<file path="src/hw/rtl/mpm_pkg.sv">
// ----------------------------------------------------------------------------
// mpm_pkg
// Shared constants and controller/datapath interface types for the
// magnitude pruning mask block.
// ----------------------------------------------------------------------------
package mpm_pkg;

  localparam int DEF_MAX_WEIGHTS = 4096;
  localparam int DEF_WEIGHT_BITS = 16;

  localparam int RATIO_W = 17;
  localparam int FRAC_BITS = 16;
  localparam logic [RATIO_W-1:0] RATIO_ONE = 17'h10000;

  localparam logic OP_LOAD = 1'b0;
  localparam logic OP_READ = 1'b1;

  localparam logic KIND_SUMMARY = 1'b0;
  localparam logic KIND_READOUT = 1'b1;

  typedef struct packed {
    logic accept_load;
    logic accept_read;
    logic calc_k;
    logic init_search;
    logic zero_thresh;
    logic scan_begin;
    logic scan_run;
    logic scan_prune;
    logic search_update;
    logic set_thresh;
    logic finish_set;
    logic out_summary;
    logic out_read;
  } mpm_cmd_t;

  typedef struct packed {
    logic k_zero;
    logic search_done;
    logic scan_done;
    logic out_free;
  } mpm_sts_t;

endpackage

</file>
<file path="src/hw/rtl/mpm_ctrl.sv">
// ----------------------------------------------------------------------------
// mpm_ctrl
// Sequencer: accepts items, runs the threshold search passes and the
// pruned-count pass over the store, and schedules result transfers.
// ----------------------------------------------------------------------------
module mpm_ctrl import mpm_pkg::*; (
  input  logic     clk,
  input  logic     rst,
  input  logic     in_valid,
  input  logic     opcode,
  input  logic     last_weight,
  input  mpm_sts_t sts,
  output logic     in_ready,
  output mpm_cmd_t cmd
);

  typedef enum logic [3:0] {
    S_IDLE,
    S_KCALC,
    S_KCHECK,
    S_SEARCH,
    S_LE_SCAN,
    S_PR_SCAN,
    S_SUMMARY,
    S_RD_OUT
  } state_t;

  state_t state;
  state_t state_next;

  assign in_ready = (state == S_IDLE);

  always_comb begin
    cmd = '0;
    state_next = state;
    case (state)
      S_IDLE: begin
        if (in_valid) begin
          if (opcode == OP_LOAD) begin
            cmd.accept_load = 1'b1;
            if (last_weight) state_next = S_KCALC;
          end else begin
            cmd.accept_read = 1'b1;
            state_next = S_RD_OUT;
          end
        end
      end
      S_KCALC: begin
        cmd.calc_k = 1'b1;
        state_next = S_KCHECK;
      end
      S_KCHECK: begin
        if (sts.k_zero) begin
          cmd.zero_thresh = 1'b1;
          cmd.scan_begin = 1'b1;
          state_next = S_PR_SCAN;
        end else begin
          cmd.init_search = 1'b1;
          state_next = S_SEARCH;
        end
      end
      S_SEARCH: begin
        cmd.scan_begin = 1'b1;
        if (sts.search_done) begin
          cmd.set_thresh = 1'b1;
          state_next = S_PR_SCAN;
        end else begin
          state_next = S_LE_SCAN;
        end
      end
      S_LE_SCAN: begin
        cmd.scan_run = 1'b1;
        if (sts.scan_done) begin
          cmd.scan_run = 1'b0;
          cmd.search_update = 1'b1;
          state_next = S_SEARCH;
        end
      end
      S_PR_SCAN: begin
        cmd.scan_run = 1'b1;
        cmd.scan_prune = 1'b1;
        if (sts.scan_done) begin
          cmd.scan_run = 1'b0;
          cmd.finish_set = 1'b1;
          state_next = S_SUMMARY;
        end
      end
      S_SUMMARY: begin
        if (sts.out_free) begin
          cmd.out_summary = 1'b1;
          state_next = S_IDLE;
        end
      end
      S_RD_OUT: begin
        cmd.scan_prune = 1'b1;
        if (sts.out_free) begin
          cmd.out_read = 1'b1;
          state_next = S_IDLE;
        end
      end
      default: state_next = S_IDLE;
    endcase
  end

  always_ff @(posedge clk) begin
    if (rst) begin
      state <= S_IDLE;
    end else begin
      state <= state_next;
    end
  end

endmodule

</file>
<file path="config.mk">
export PLATFORM = sky130hd
export DESIGN_NAME = mpm_ctrl
export DESIGN_NICKNAME = d
export VERILOG_FILES = /design/src/hw/rtl/mpm_pkg.sv /design/src/hw/rtl/mpm_ctrl.sv
export SDC_FILE = /design/constraint.sdc
export NUM_CORES = 1
export LEC_CHECK = 0
export ABC_AREA = 1
export ABC_CLOCK_PERIOD_IN_PS = 1600
export CORE_AREA = 3 3 40 42
export CTS_CLUSTER_DIAMETER = 150
export DETAILED_ROUTE_END_ITERATION = 10
export DIE_AREA = 0 0 43 45
export DONT_BUFFER_PORTS = 1
export GPL_ROUTABILITY_DRIVEN = 0
export PLACE_DENSITY = 0.38
export SLEW_MARGIN = 20
export SYNTH_ARGS = -nofsm -noshare
export SYNTH_HDL_FRONTEND = slang
export SYNTH_SLANG_ARGS = --single-unit
</file>
<file path="constraint.sdc">
create_clock -name clk -period 1.6 [get_ports clk]
set_clock_uncertainty 0.2 [all_clocks]
set_input_delay 0.24 -clock clk [delete_from_list [all_inputs] [get_ports clk]]
set_output_delay 0.24 -clock clk [all_outputs]
set_load 0.1 [all_outputs]
</file>
Word level (Yosys, flattened, before mapping) --
Index checks and enable logic that the tools add are counted. W data, S select, Z words.
Operators by class: reduce and logical (&&, ||, !) cells 5, equality and inequality tests 12, mux-type cells 29
Operator list (count):
- $pmux W4 S7 | 1
- $mux W4 | 6
- $eq A4 B3 Y1 const B | 4
- $mux W1 | 16
- $eq A4 B2 Y1 const B | 2
- $mux W2 | 4
- $ne A2 B2 Y1 const B | 3
- $reduce_or A2 Y1 | 3
- $reduce_and A5 Y1 | 1
- $eq A4 B1 Y1 const B | 1
- $logic_not A4 Y1 | 1
- $mux W3 | 1
- $ne A3 B3 Y1 const B | 1
- $ne A2 B1 Y1 const B | 1
- $pmux W1 S2 | 1
Word-level totals: word-level logic and storage cells 47, output and inout port bits 14, register bits 4, bits of input ports 9

Longest topological paths before layout --
depth in word-level cells 4, depth in mapped cells 8, mapped depth without buffers 7

Worst setup path before layout --
No wires, ideal clock.
kind register -> output, start point register state[1], end point output port cmd[1] (netlist name), arrival time 3.397 ns, data required time 1.160 ns, buffers on the path 0, path slack -2.237 ns, cell stages (with the launch flop) 3, cell sequence dfxtp_1 > inv_2 > nor4_1
RTL lines:
- start, declared | RTL line mpm_ctrl.sv:28 | state_t state;
- start signal, assigned | RTL line mpm_ctrl.sv:109 | state <= state_next;
- end, declared | RTL line mpm_ctrl.sv:14 | output mpm_cmd_t cmd

==> summary.txt <==
Finish
  – Commonest cells after routing, fill and taps aside: buf_12, nand2_1, nor2_4, buf_4
  – Synthesis-to-finish area growth: 162.2%
  – Max FFs per register: 3
  – Diodes inserted: 0
  – Top reg by flops: state
  – Top flop regs: state (3)
  – Most common cell after layout, fill and taps aside: buf_12
  – Nets: 95
  – Layout cells sized above 1: 0.6471
  – Finished Core Util: 0.6816

Clocking
  – CTS tree: yes
  – Clock buffer depth: 2
  – Clk_lat worst skew: between 0.2 and 0.25 ns
  – Clock Tree Root: clkbuf_4
  – Inserted Clock Buffers: 3
  – H-tree depth: 1
  – Clock Sinks: 3
  – Clock slew at reported path FFs: roughly 0.040 ns

Floorplanning
  – Die H: 45 um
  – Die Footprint: 0.001935 mm^2
  – Die X: approximately 43 um
  – FP Rows: 13
  – I/O pin total: 23
  – Core ar.: 0.001285 mm^2
  – Initial Util: 0.2600

Run
  – Maxcap violations: 0

Placement
  – Dpl ws: 0.08479 ns
  – DPL Wire Length: 959.6 um
  – IO buf count: 0

Timing
  – RSZ-0062 raised after global routing: yes
  – Max-slew violations: 0
  – Fin crit period: 1.702 ns
  – Achievable Freq: 587.5 MHz
  – Final worst path period share: 1.064
  – Setup WS post-layout: -0.1020 ns
  – Final setup viols: 10
  – Least-Margin Pin Slew: 0.2605 ns
  – Final Hold Viols: 0
  – Slew margin rel.: 0.8250

Yosys
  – Mux contribution to synthesized area: 0
  – Post-synth EDFFs: 0
  – Mean Syn Cell Area: ~5.6 um^2
  – Sequential element share of the synthesized area: 0.1798
  – Syn. warnings: 0
  – Yosys reg bits: 3
  – Synth Area in Compound Gates: 0.1049
  – Post-Syn Nets: 69
  – Async SR Flop Fraction: 0
  – Syn Std Cell Area: 334.1 um^2
  – Synth Area in Simple Gates: 0.5243
  – Adder-Cell Fraction of Synth Area: 0
  – Most used DFF post-synth: dfxtp_1
  – Largest family of logic cells by synthesized area: simple AND/OR/NAND/NOR gates
  – Synth Area in XOR/XNOR: 0
  – Mapped Cells: 60
  – Netlist cell types: 17

Setup path
  – Data required, critical path: roughly 1.2 ns
  – Worst setup EP type: output pin
  – Worst EP arrival: 1.26 ns
  – Worst Setup SP: state[2]$_SDFFE_PP0P_
  – FF-to-FF End: state[1]$_SDFFE_PP0P_
  – Slowest-stage cell, CP: dfxtp_4
  – Crit path buf inv count: 2
  – Crit-path max cell delay: 0.44 ns
  – Critical path launch point type: register
  – CP Capture Point: cmd[1]
  – R2R cell count: 7
  – Largest fanout on the critical path: 8
  – Crit-path cells: inv_4 > nor4_4 > buf_12
  – R2R Path Start: state[1]$_SDFFE_PP0P_
  – Reg2Reg Setup Slack: roughly 0.21 ns
  – Cell depth of the worst setup path: 3
  – CP delay by family, top: flip-flops
  – WS Path Type: register to output pin

Detailed routing
  – Vias: 486
  – Routed Antenna Nets: 0
  – Pre-antenna DRT Iters: 4
  – Final Routed Wirelength: 1226 um
  – WL/cell: 12.26 um
  – Residual DRC: 0
  – Vias/cell: 4.860
  – DR iter-0 viols: 4

GRT
  – GRT overflow: 0
  – First-pass GRT wire length: 2166 um
  – Gr usage total: 0.1457
  – Initial antenna violation count: 0
  – Largest net degree at the start of global routing: 10
  – Vias in the first global route: 461

Hold path
  – Hold Path Class: primary input to register

Outcome
  – Failing checks: setup timing
  – Status: finished with violations
-- Yosys cell counts (3+ instances only) --
cell | n | area, um^2
inv_1 | 9 | 33.78
inv_2 | 3 | 11.26
nor2_2 | 3 | 18.77
dfxtp_1 | 3 | 60.06
nor2_1 | 7 | 26.28
nor3_1 | 3 | 15.01
a21oi_1 | 3 | 15.01
o21ai_0 | 3 | 15.01
nand3_1 | 8 | 40.04
nand2_1 | 11 | 41.29
-- final cells by class --
type	instances	area (um^2)
fill	104	409.1
timing repair buffer	23	354.1
multi-input combinational	43	342.8
sequential	3	71.32
inverter	12	62.56
clock buffer	4	26.28
tap	15	18.77
-- cells by family after synthesis --
group / Yosys count
simple gates: 36
buf+inv: 14
compound gates: 7
flops: 3
-- layer usage --
| metal | vias up | GRT usage | wire (um) |
|---|---|---|---|
| li1 | 243 | - | - |
| met1 | 219 | 0.1976 | 516 |
| met2 | 22 | 0.2425 | 613 |
| met3 | 2 | 0.02390 | 83 |
| met4 | 0 | 0.03614 | 12 |
| met5 | - | 0 | 0 |
-- stage by stage --
step | hold WS [ns] | cell area [um^2] | setup TNS (ns) | cells
final | 0.1200 | 875.8 | -0.6280 | 100
after CTS | 0.1130 | 852.1 | -0.7106 | 99
after floorplan | 0.09936 | 444.2 | -1.650 | 60
after detailed placement | 0.1059 | 728.2 | 0 | 88
after global routing | 0.1468 | 875.8 | -1.345 | 100
after global placement | 0.1039 | 728.2 | 0 | 88
-- how the worst min path moves through the flow --
stage                start               endpoint  cells past startpoint
finish              sts[0]  state[1]$_SDFFE_PP0P_                      3
CTS                 sts[0]  state[1]$_SDFFE_PP0P_                      3
floorplan              rst  state[1]$_SDFFE_PP0P_                      1
global route        sts[0]  state[1]$_SDFFE_PP0P_                      3
global placement       rst  state[0]$_SDFFE_PP0P_                      1
detailed placement     rst  state[1]$_SDFFE_PP0P_                      1
-- repair_timing --
action / in CTS / in global routing
endpoints found under the hold margin: 3 / 0
endpoints found under the setup margin: 12 / 14
pin swaps: 4 / 1
hold buffers: 1 / 0
buffers inserted: 6 / 1
gates resized for setup: 11 / 3
-- worst register-to-register path: cells and delay by family, from the launching register on --
family	cells	cell delay [ns]
AO/OA/AOI/OAI	1	0.11
buffers and inverters	2	0.21
flip-flops	1	0.40
AND/OR/NAND/NOR	4	0.39
Power is left out: the tool's default activity adds up to more than one toggle a clock period on the data nets, which glitch-free logic cannot reach.
